### src/rtl/tsb_pkg.sv
// Shared constants for the timer slot bank: operation and result codes, data widths.
`timescale 1ns / 1ps
package tsb_pkg;

  localparam int TL_W = 32;  // signed time left of a slot
  localparam int RI_W = 24;  // reload interval of a slot
  localparam int EL_W = 16;  // elapsed time of a tick

  localparam logic [1:0] OP_TICK   = 2'd0;
  localparam logic [1:0] OP_SET    = 2'd1;
  localparam logic [1:0] OP_CANCEL = 2'd2;

  localparam logic [2:0] K_FIRED    = 3'd0;
  localparam logic [2:0] K_DONE     = 3'd1;
  localparam logic [2:0] K_SET_OK   = 3'd2;
  localparam logic [2:0] K_SET_FULL = 3'd3;
  localparam logic [2:0] K_CAN_OK   = 3'd4;
  localparam logic [2:0] K_CAN_MISS = 3'd5;

endpackage

### src/rtl/tsb_ram.sv
// Generic single write port RAM with one registered read port.
`timescale 1ns / 1ps
module tsb_ram #(
  parameter int WIDTH = 32,
  parameter int DEPTH = 16
) (
  input  logic                                     clk,
  input  logic                                     we,
  input  logic [(DEPTH > 1 ? $clog2(DEPTH) : 1)-1:0] waddr,
  input  logic [WIDTH-1:0]                         wdata,
  input  logic [(DEPTH > 1 ? $clog2(DEPTH) : 1)-1:0] raddr,
  output logic [WIDTH-1:0]                         rdata
);

  logic [WIDTH-1:0] mem [DEPTH];

  always_ff @(posedge clk) begin
    if (we) begin
      mem[waddr] <= wdata;
    end
    rdata <= mem[raddr];
  end

endmodule

### src/rtl/tsb_alu.sv
// Shared saturating add/subtract unit for the time left of a slot.
`timescale 1ns / 1ps
module tsb_alu
  import tsb_pkg::*;
(
  input  logic [TL_W-1:0] a,    // signed operand
  input  logic [TL_W-1:0] b,    // non-negative operand
  input  logic            sub,
  output logic [TL_W-1:0] y
);

  logic [TL_W:0] a_ext;
  logic [TL_W:0] b_ext;
  logic [TL_W:0] sum;

  assign a_ext = {a[TL_W-1], a};
  assign b_ext = {1'b0, b};
  assign sum   = sub ? (a_ext - b_ext) : (a_ext + b_ext);

  // The 33-bit result is exact; clamp when it leaves the 32-bit signed range.
  always_comb begin
    if (sum[TL_W] != sum[TL_W-1]) begin
      y = sum[TL_W] ? {1'b1, {(TL_W-1){1'b0}}} : {1'b0, {(TL_W-1){1'b1}}};
    end else begin
      y = sum[TL_W-1:0];
    end
  end

endmodule

### src/rtl/timer_slot_bank_top.sv
// Top level of the timer slot bank: sequencer, slot flags, slot RAMs and result register.
`timescale 1ns / 1ps
//
// Channel | Handshake           | Payload
// --------+---------------------+---------------------------------------------------
// input   | in_valid / in_ready | op, elapsed_ms, first_delay_ms, interval_ms,
//         |                     | loop_flag, slot_id
// output  | out_valid/out_ready | kind, slot, last
//
// A tick walks the slots in order: a free slot passes the scan state only, an active
// slot that does not fire also the subtract state, a fired one-shot also the fire
// state, a fired looping slot also the reload state; then the result state gives the
// done marker. The shared saturating adder and the single read port of the slot RAMs
// set these steps. A set scans for the lowest free slot. Reset clears the active and
// looping flags, the sequencer and the output valid flag; the RAMs are not cleared.
// Only the fire and result states wait for a stalled output until the transfer is taken.
module timer_slot_bank_top
  import tsb_pkg::*;
#(
  parameter int SLOTS = 16
) (
  input  logic        clk,
  input  logic        rst,
  input  logic        in_valid,
  output logic        in_ready,
  input  logic [1:0]  op,
  input  logic [15:0] elapsed_ms,
  input  logic [23:0] first_delay_ms,
  input  logic [23:0] interval_ms,
  input  logic        loop_flag,
  input  logic [3:0]  slot_id,
  output logic        out_valid,
  input  logic        out_ready,
  output logic [2:0]  kind,
  output logic [3:0]  slot,
  output logic        last
);

  // Index width for the slot RAMs and flags, and a counter wide enough to reach SLOTS.
  localparam int AW = (SLOTS > 1) ? $clog2(SLOTS) : 1;
  localparam int IW = $clog2(SLOTS + 1);
  localparam logic [IW-1:0] SLOTS_C = IW'(SLOTS);

  // Sequencer states.
  localparam logic [2:0] ST_IDLE   = 3'd0;
  localparam logic [2:0] ST_TSCAN  = 3'd1;  // tick: look at the slot under idx
  localparam logic [2:0] ST_TSUB   = 3'd2;  // tick: subtract elapsed time
  localparam logic [2:0] ST_TFIRE  = 3'd3;  // tick: report a fired slot
  localparam logic [2:0] ST_TADD   = 3'd4;  // tick: reload a looping slot
  localparam logic [2:0] ST_SSCAN  = 3'd5;  // set: search for the lowest free slot
  localparam logic [2:0] ST_CANCEL = 3'd6;
  localparam logic [2:0] ST_RESP   = 3'd7;  // final result of the item

  // Control registers.
  logic [2:0]       state, state_next;
  logic [IW-1:0]    idx, idx_next;
  logic [SLOTS-1:0] active, active_next;
  logic [SLOTS-1:0] looping, looping_next;

  // Latched item fields and working registers.
  logic [EL_W-1:0]  elapsed_q;
  logic [23:0]      first_q;
  logic [RI_W-1:0]  interval_q;
  logic             loop_q;
  logic [3:0]       sid_q;
  logic [TL_W-1:0]  acc, acc_next;
  logic [2:0]       res_kind, res_kind_next;
  logic [3:0]       res_slot, res_slot_next;

  // Result register.
  logic             emit;
  logic [2:0]       emit_kind;
  logic [3:0]       emit_slot;
  logic             emit_last;
  logic             can_emit;

  // Slot RAM and shared unit signals.
  logic [AW-1:0]    idx_ix;
  logic [AW-1:0]    sid_ix;
  logic             sid_ok;
  logic             tl_we;
  logic [TL_W-1:0]  tl_wdata;
  logic [TL_W-1:0]  tl_rdata;
  logic             ri_we;
  logic [RI_W-1:0]  ri_rdata;
  logic [TL_W-1:0]  alu_a;
  logic [TL_W-1:0]  alu_b;
  logic             alu_sub;
  logic [TL_W-1:0]  alu_y;
  logic             fired;
  logic             in_xfer;

  assign idx_ix   = idx[AW-1:0];
  assign sid_ix   = AW'(sid_q);
  assign sid_ok   = ({3'b000, sid_q} < 7'(SLOTS));
  assign in_ready = (state == ST_IDLE);
  assign in_xfer  = in_valid && in_ready;

  // The result register can take a new result when it is empty or being drained.
  assign can_emit = !out_valid || out_ready;

  // A slot fires when its time left reaches zero or goes below it.
  assign fired = alu_y[TL_W-1] || (alu_y == '0);

  // Time left of each slot. It is read at idx every cycle, so the data for the slot
  // under idx is ready in the cycle after the sequencer arrives there.
  tsb_ram #(
    .WIDTH(TL_W),
    .DEPTH(SLOTS)
  ) u_time_left (
    .clk  (clk),
    .we   (tl_we),
    .waddr(idx_ix),
    .wdata(tl_wdata),
    .raddr(idx_ix),
    .rdata(tl_rdata)
  );

  // Reload interval of each slot.
  tsb_ram #(
    .WIDTH(RI_W),
    .DEPTH(SLOTS)
  ) u_reload (
    .clk  (clk),
    .we   (ri_we),
    .waddr(idx_ix),
    .wdata(interval_q),
    .raddr(idx_ix),
    .rdata(ri_rdata)
  );

  // One saturating adder serves both the tick subtraction and the reload addition.
  tsb_alu u_alu (
    .a  (alu_a),
    .b  (alu_b),
    .sub(alu_sub),
    .y  (alu_y)
  );

  always_comb begin
    if (state == ST_TADD) begin
      alu_a   = acc;
      alu_b   = {{(TL_W-RI_W){1'b0}}, ri_rdata};
      alu_sub = 1'b0;
    end else begin
      alu_a   = tl_rdata;
      alu_b   = {{(TL_W-EL_W){1'b0}}, elapsed_q};
      alu_sub = 1'b1;
    end
  end

  // Sequencer.
  always_comb begin
    state_next    = state;
    idx_next      = idx;
    active_next   = active;
    looping_next  = looping;
    acc_next      = acc;
    res_kind_next = res_kind;
    res_slot_next = res_slot;
    emit          = 1'b0;
    emit_kind     = res_kind;
    emit_slot     = res_slot;
    emit_last     = 1'b1;
    tl_we         = 1'b0;
    tl_wdata      = alu_y;
    ri_we         = 1'b0;

    case (state)
      ST_IDLE: begin
        if (in_xfer) begin
          idx_next = '0;
          case (op)
            OP_TICK:   state_next = ST_TSCAN;
            OP_SET:    state_next = ST_SSCAN;
            OP_CANCEL: state_next = ST_CANCEL;
            default:   state_next = ST_IDLE;  // unused code: no result
          endcase
        end
      end

      ST_TSCAN: begin
        if (idx == SLOTS_C) begin
          res_kind_next = K_DONE;
          res_slot_next = '0;
          state_next    = ST_RESP;
        end else if (active[idx_ix]) begin
          state_next = ST_TSUB;
        end else begin
          idx_next = idx + 1'b1;
        end
      end

      ST_TSUB: begin
        acc_next = alu_y;
        if (fired) begin
          state_next = ST_TFIRE;
        end else begin
          tl_we      = 1'b1;
          idx_next   = idx + 1'b1;
          state_next = ST_TSCAN;
        end
      end

      ST_TFIRE: begin
        if (can_emit) begin
          emit      = 1'b1;
          emit_kind = K_FIRED;
          emit_slot = 4'(idx);
          emit_last = 1'b0;
          if (looping[idx_ix]) begin
            state_next = ST_TADD;
          end else begin
            // A one-shot slot is freed; its stored time left is not used again until a set rewrites it.
            active_next[idx_ix] = 1'b0;
            idx_next            = idx + 1'b1;
            state_next          = ST_TSCAN;
          end
        end
      end

      ST_TADD: begin
        tl_we      = 1'b1;
        idx_next   = idx + 1'b1;
        state_next = ST_TSCAN;
      end

      ST_SSCAN: begin
        if (idx == SLOTS_C) begin
          res_kind_next = K_SET_FULL;
          res_slot_next = '0;
          state_next    = ST_RESP;
        end else if (!active[idx_ix]) begin
          tl_we                = 1'b1;
          tl_wdata             = {{(TL_W-24){1'b0}}, first_q};
          ri_we                = 1'b1;
          active_next[idx_ix]  = 1'b1;
          looping_next[idx_ix] = loop_q;
          res_kind_next        = K_SET_OK;
          res_slot_next        = 4'(idx);
          state_next           = ST_RESP;
        end else begin
          idx_next = idx + 1'b1;
        end
      end

      ST_CANCEL: begin
        res_slot_next = sid_q;
        if (sid_ok && active[sid_ix]) begin
          active_next[sid_ix] = 1'b0;
          res_kind_next       = K_CAN_OK;
        end else begin
          res_kind_next = K_CAN_MISS;
        end
        state_next = ST_RESP;
      end

      ST_RESP: begin
        if (can_emit) begin
          emit       = 1'b1;
          state_next = ST_IDLE;
        end
      end

      default: begin
        state_next = ST_IDLE;
      end
    endcase
  end

  // Control state.
  always_ff @(posedge clk) begin
    if (rst) begin
      state     <= ST_IDLE;
      idx       <= '0;
      active    <= '0;
      looping   <= '0;
      out_valid <= 1'b0;
    end else begin
      state   <= state_next;
      idx     <= idx_next;
      active  <= active_next;
      looping <= looping_next;
      if (emit) begin
        out_valid <= 1'b1;
      end else if (out_ready) begin
        out_valid <= 1'b0;
      end
    end
  end

  // Payload and working registers.
  always_ff @(posedge clk) begin
    if (in_xfer) begin
      elapsed_q  <= elapsed_ms;
      first_q    <= first_delay_ms;
      interval_q <= interval_ms;
      loop_q     <= loop_flag;
      sid_q      <= slot_id;
    end
    acc      <= acc_next;
    res_kind <= res_kind_next;
    res_slot <= res_slot_next;
    if (emit) begin
      kind <= emit_kind;
      slot <= emit_slot;
      last <= emit_last;
    end
  end

endmodule

### config.mk
export PLATFORM = sky130hd
export DESIGN_NAME = timer_slot_bank_top
export DESIGN_NICKNAME = d
export VERILOG_FILES = /design/src/rtl/tsb_pkg.sv /design/src/rtl/tsb_ram.sv /design/src/rtl/tsb_alu.sv /design/src/rtl/timer_slot_bank_top.sv
export SDC_FILE = /design/constraint.sdc
export NUM_CORES = 1
export LEC_CHECK = 0
export BUFFER_PORTS_ARGS = -buffer_cell sky130_fd_sc_hd__buf_2
export CAP_MARGIN = 0
export CORE_MARGIN = 2
export CORE_UTILIZATION = 50
export CTS_CLUSTER_DIAMETER = 200
export DETAILED_ROUTE_END_ITERATION = 10
export GPL_TIMING_DRIVEN = 0
export PLACE_DENSITY = 0.67
export SLEW_MARGIN = 20
export SYNTH_ARGS = -nofsm -noshare
export SYNTH_HDL_FRONTEND = slang
export SYNTH_SLANG_ARGS = --single-unit
### constraint.sdc
create_clock -name clk -period 13.85 [get_ports clk]
set_input_delay 0.6925 -clock clk [delete_from_list [all_inputs] [get_ports clk]]
set_output_delay 0.6925 -clock clk [all_outputs]
set_load 0.1 [all_outputs]
After elaboration in Yosys (flattened, before gate mapping):

Memories as Yosys holds them, arrays and structs flattened. A register that Yosys moved wholly into a read port is not among the register bits.
Cells that the tools add are included.

* flip-flop bits (word level): 157
* memory bits (writable): 896
* output and inout port bits: 10
* word-level logic and storage cells: 148
* memories kept: 2

* $add $sub $neg: 3
* $lt $le $gt $ge: 4
* equal/unequal tests: 25
* multiplexer cells: 72
* bitwise gates (word level): 7
* reductions and logical operators: 19

Memories
* u_time_left.mem: words 16, width 32, read ports 1, clocked after memory_dff 1, write ports 1, RTL line tsb_ram.sv:15 `logic [WIDTH-1:0] mem [DEPTH];`
* u_reload.mem: words 16, width 24, read ports 1, clocked after memory_dff 1, write ports 1, RTL line tsb_ram.sv:15

Operators by type and width (count)
* 32-bit 2-to-1 mux: 6
* 16-bit 2-to-1 mux: 5
* 16-bit one-hot mux with 3 select lines: 1
* 5-bit 2-to-1 mux: 8
* 3-bit 2-to-1 mux: 13
* 32-bit by 25-bit adder with 33-bit output: 1
* 33-bit 2-to-1 mux: 1
* 32-bit by 25-bit subtractor with 33-bit output: 1
* 16-bit bitwise AND: 2
* 32-bit zero test: 1
* 16-bit inverter: 2
* 5-bit one-hot mux with 6 select lines: 1
* 24-bit 2-to-1 mux: 1
* 3-bit one-hot mux with 8 select lines: 1
* 2-bit inequality test (second input constant): 11
* 4-bit 2-to-1 mux: 5
* 1-bit 2-to-1 mux: 19
* 3-bit one-hot mux with 3 select lines: 2
* 16-bit bitwise mux: 1
* 16-bit OR: 1
* 1-bit binary-select mux with 4-bit select: 3
* 3-bit == test (second input constant): 4
* 4-bit one-hot mux with 3 select lines: 1
* 4-bit by 5-bit less-than comparator with 1-bit output (second input constant): 2
* 27 further kinds: 37

Longest topological paths before layout:

* depth after elaboration: 12
* depth in mapped cells: 34
* mapped depth without buffers: 29

Cells and area by module:

From an unflattened synthesis, not the netlist that was laid out.

* cell total of the unflattened synthesis: 2455
* area total of the unflattened synthesis: 44909.3 um2

Modules (own cells, without submodules)
* tsb_ram (u_time_left): instances 1, cells an instance 838, area each 19835.3 um2, seq. area each 16015.4 um2
* tsb_ram (u_reload): instances 1, cells an instance 636, area each 14930.6 um2, seq. area each 12011.5 um2
* timer_slot_bank_top: instances 1, cells an instance 601, area each 7529.7 um2, seq. area each 4304.1 um2
* tsb_alu: instances 1, cells an instance 380, area each 2613.8 um2, seq. area each 0.0 um2

Worst setup path before layout:

Ideal clock, no wire load.

* kind: register to register
* from: reg elapsed_q[0]
* to: mem u_time_left.mem[10][0], enable pin
* arrival: 7.367 ns
* data required time: 13.429 ns
* setup slack: 6.062 ns
* cell stages (with the launch flop): 33
* cell sequence: edfxtp_1 buf_6 or4_4 or3_1 clkbuf_2 or3_1 buf_6 clkbuf_1 o21a_1 ha_1 clkbuf_1 and2_1 nand3_1 or4_1 o211ai_1 o21ai_0 nor2_1 o21ai_0 nand2b_1 xor2_1 ha_1 clkbuf_1 clkinv_1 o211ai_1 o211a_1 o311a_1 nand4_1 a2111o_1 a2111oi_4 nand3_2 a311oi_4 buf_6 nor2_1

* longest elaborated chain between the ends: 11
* elaborated cells between the ends (all ways): 13

Ends and longest elaborated chain
* start, declared: RTL line timer_slot_bank_top.sv:61 `logic [EL_W-1:0] elapsed_q;`
* start signal, assigned: RTL line timer_slot_bank_top.sv:295 `elapsed_q <= elapsed_ms;`
* 24-bit 2-to-1 mux *: RTL line timer_slot_bank_top.sv:141 `if (state == ST_TADD) begin`
* 32-bit by 25-bit subtractor with 33-bit output or 32-bit by 25-bit adder with 33-bit output (tied branches): RTL line tsb_alu.sv:18 `assign sum = sub ? (a_ext - b_ext) : (a_ext + b_ext);`
* 33-bit 2-to-1 mux *: RTL line tsb_alu.sv:18
* 32-bit 2-to-1 mux or 1-bit inequality test (tied branches): RTL line tsb_alu.sv:23, tsb_alu.sv:22
* 32-bit 2-to-1 mux *: RTL line tsb_alu.sv:22 `if (sum[TL_W] != sum[TL_W-1]) begin`
* 32-bit zero test: RTL line timer_slot_bank_top.sv:103 `assign fired = alu_y[TL_W-1] || (alu_y == '0);`
* 1-bit logical OR *: RTL line timer_slot_bank_top.sv:103
* 1-bit 2-to-1 mux *: RTL line timer_slot_bank_top.sv:196 `if (fired) begin`
* 1-bit one-hot mux with 3 select lines *: RTL line timer_slot_bank_top.sv:169 `case (state)`
* 1-bit 2-to-1 mux *: RTL line tsb_ram.sv:18 `if (we) begin`
* 1-bit 2-to-1 mux (not written as such) *: RTL line tsb_ram.sv:19 `mem[waddr] <= wdata;`
* end, declared: RTL line tsb_ram.sv:15

Mark *: on every way between the ends. The rest lies on a longest branch, timed or not.

Final worst setup path:

* from: reg state[0]
* to: mem u_time_left.mem[0][7], enable pin

* longest elaborated chain between the ends: 12
* elaborated cells between the ends (all ways): 17

Ends and longest elaborated chain
* start, declared: RTL line timer_slot_bank_top.sv:55 `logic [2:0] state, state_next;`
* start signal, assigned: RTL line timer_slot_bank_top.sv:280 `state <= state_next;`
* 3-bit == test: RTL line timer_slot_bank_top.sv:141, timer_slot_bank_top.sv:169
* 32-bit 2-to-1 mux or 24-bit 2-to-1 mux (tied branches): RTL line timer_slot_bank_top.sv:141
* 32-bit by 25-bit subtractor with 33-bit output or 32-bit by 25-bit adder with 33-bit output (tied branches): RTL line tsb_alu.sv:18
* 33-bit 2-to-1 mux: RTL line tsb_alu.sv:18
* 32-bit 2-to-1 mux or 1-bit inequality test (tied branches): RTL line tsb_alu.sv:23, tsb_alu.sv:22
* 32-bit 2-to-1 mux: RTL line tsb_alu.sv:22
* 32-bit zero test: RTL line timer_slot_bank_top.sv:103
* 1-bit logical OR: RTL line timer_slot_bank_top.sv:103
* 1-bit 2-to-1 mux: RTL line timer_slot_bank_top.sv:196
* 1-bit one-hot mux with 3 select lines *: RTL line timer_slot_bank_top.sv:169
* 1-bit 2-to-1 mux *: RTL line tsb_ram.sv:18
* 1-bit 2-to-1 mux (not written as such) *: RTL line tsb_ram.sv:19

Marked as above.

==> metrics.md <==
| Metric | Value |
|---|---|
| # setup viols final | 0 |
| Post-synth top flop | edfxtp_1 |
| Final instance area | 51600 µm² |
| Post-Syn Nets | between 2k and 3k |
| Number of I/O port buffers | 84 |
| Ports | 85 |
| First-pass GRT wire length | between 150000 and 200000 µm |
| Post-layout util | between 50% and 60% |
| M2 GR Usage | ~41% |
| Final GP Congestion | around 0.92 |
| GRT Total Usage | about a quarter |
| Nets | ~2.8k |
| First-pass DRT Iterations | 7 |
| Vias per Instance | around 6.2 |
| Final min period | between 10 and 15 ns |
| Maximum Capacitance Violations | 0 |
| Area of the mapped netlist | around 44000 µm² |
| Reg2reg end | u_time_left.mem[0][7] |
| Final period utilization | 76.0% |
| Fmax | approximately 95 MHz |
| Status | complete, no violations |
| Remaining global-route overflow | 0 |
| Yosys warns | 0 |
| WL final | roughly 120000 µm |
| Clk slew on worst S/H paths | about 0.060 ns |
| CTS tree | done |
| Hold crit path type | in2reg |
| Commonest non-fill, non-tap cell in the layout | edfxtp_1 |
| Die X | roughly 300 µm |
| Cell Area, Placed | roughly 48000 µm² |
| Worst hold endpoint | elapsed_q[8] |
| Initial DRC count | roughly 2.9k |
| Clk buf depth | 3 |
| H-tree levels | 3 |
| Hold_ws | about 0.18 ns |
| Reg2Reg Depth | 28 |
| Hold Crit Depth | 1 |
| Final ANT Viol Nets | 0 |
| DRC violations left | 0 |
| Worst path max stage delay | about 0.84 ns |
| Crit path kind | reg2reg |
| Distinct cells, synth | between 70 and 80 |
| Hold Crit Start | elapsed_ms[8] |
| Post_cts resized | 0 |
| CP Capture Type | register |
| Final HPWL DP | a little under 80000 µm |
| Max_slew headroom | between 10% and 20% |
| # clock sinks | around 1.1k |
| Required @ worst endpoint | around 14 ns |
| CTS Root Cell | clkbuf_16 |
| Final Slew Violations | 0 |
| Flops & latches, synth | about 1.1k |
| Post-synth EDFFs | between 1k and 1.5k |
| Worst-skew pair later-pin latency | 0.69 ns |
| Cells after Synth | about 2.4k |
| Post-CTS Setup Inserts | 0 |
| Die footprint | 91400 µm² |
| Sum Neg Setup Slack | 0 ns |
| Diode count | 0 |
| Seq/Total Area, Yosys | between 70% and 80% |
| Avg Cell Area, Syn | ~18 µm² |
| Leading cell types in the layout, fill and taps excluded | edfxtp_1, mux4_2, nand2_1 |
| M3 GR Usage | roughly 5.6% |
| DR vias | between 20k and 25k |
| Die height | between 300 and 400 µm |
| Row count | roughly 110 |
| Final hold viol count | 0 |
| Worst-path maximum fanout | 13 |
| Vias in the first global route | ~24k |
| TritonCTS buffer count | 108 |
| Area Growth Syn to Fin | 16.1% |
| Crit start category | register |
| Setup slack, reg-to-reg | ~3.3 ns |
| Setup Skew | between 0.03 and 0.04 ns |
| Largest net degree at the start of global routing | 43 |
| Crit path DAT | 10.94 ns |
| Crit-path most repeated cell | clkbuf_1 |
| Drt wl/cell | approximately 30 µm |
| Hold Buf Count CTS | 0 |
| Least-Margin Pin Slew | ~1.2 ns |
| Met1 Track Usage GR | 36.8% |
| R2r startpoint | state[0] |
| Layout cell share with drive strength beyond 1 | between 20% and 30% |
| Initial core utilization | 50.4% |
| Async S/R FF share, synth | 0% |
| RSZ-0062 raised after global routing | false |
| CP max stage cell | a311oi_4 |
| Core Area | between 80000 and 90000 µm² |
| GRT busiest layer | met2 |
| Initial antenna violation count | 3 |
cell usage after synthesis, drive strengths merged (11+ instances only):
| cell | number | area [µm²] |
|---|---|---|
| ha | 41 | 513 |
| xnor2 | 16 | 140 |
| a21oi | 97 | 485 |
| and3 | 11 | 68.8 |
| nand3 | 20 | 105 |
| nor2b | 14 | 87.6 |
| edfxtp | 1012 | 30400 |
| o21a | 14 | 105 |
| nor3 | 18 | 90.1 |
| dfxtp | 97 | 1940 |
| buf | 34 | 158 |
| clkbuf | 92 | 347 |
| a31oi | 15 | 93.8 |
| mux4 | 295 | 6640 |
| nor2 | 158 | 601 |
| nand2 | 201 | 762 |
| o21ai | 85 | 429 |
| inv | 19 | 71.3 |
| nand2b | 13 | 81.3 |
| and2 | 20 | 125 |
| xor2 | 17 | 149 |
sequential cells by signal, indices dropped and copies added (netlist names), 4 cells and up:
name,count
looping,16
active,16
u_reload.rdata,24
first_q,24
idx,5
u_time_left.rdata,32
res_slot,4
slot,4
interval_q,24
sid_ix,4
elapsed_q,16
u_reload.mem,384
u_time_left.mem,512
acc,32
metrics by stage:
stage | setup slack [ns] | std cells
floorplan | 6.06 | 2418
global placement | 1.64 | 3667
detailed placement | 2.97 | 3719
CTS | 2.93 | 3923
global route | 2.96 | 3924
finish | 3.32 | 3924
routing by layer:
metal / share of wire [%] / wire length, µm
met1: 40 / 46800
met2: 48 / 55700
met3: 10 / 11700
met4: 2.4 / 2870
met5: 0 / 0
kinds of logic (layout without fill, tap and decap cells):
kind of cell    after synthesis  after routing  synth area share, %
buf+inv                     147            488                 1.31
flops                      1109           1109                 72.7
mux                         306            306                 15.2
xor+xnor                     33             33                0.650
compound gates              281            281                 3.89
simple gates                500            500                 5.02
fa+ha+maj                    42             42                 1.20
worst max-delay path by stage:
| stage | start | end | slack (ns) |
|---|---|---|---|
| 5_1_grt | state[0] | u_time_left.mem[0][7] | 2.96 |
| 6_report | state[0] | u_time_left.mem[0][7] | 3.32 |
| 3_3_place_gp | state[1] | u_time_left.mem[12][9] | 1.64 |
| 3_5_place_dp | state[1] | u_time_left.mem[0][9] | 2.97 |
| 2_1_floorplan | elapsed_q[0] | u_time_left.mem[10][0] | 6.06 |
| 4_1_cts | state[0] | u_time_left.mem[0][5] | 2.93 |
area by class of cell:
cell class / count / area, µm²
well taps: 1165 / 1460
flip-flops and latches: 1109 / 32300
fillers: 6348 / 36600
clock buffers: 145 / 2980
inverters: 21 / 80.1
multi-input cells: 1162 / 11900
plain buffers: 126 / 526
clock inverters: 59 / 654
repair buffers: 137 / 1720
critical path: cells and delay by family (launching register included):
family,cells,cell delay (ns)
compound gates,12,4.95
buf+inv,8,2.93
flops,1,0.36
simple gates,6,1.45
fa+ha+maj,2,0.53
Power is left out: the tool's default activity adds up to more than one toggle a clock period on the data nets, which glitch-free logic cannot reach.
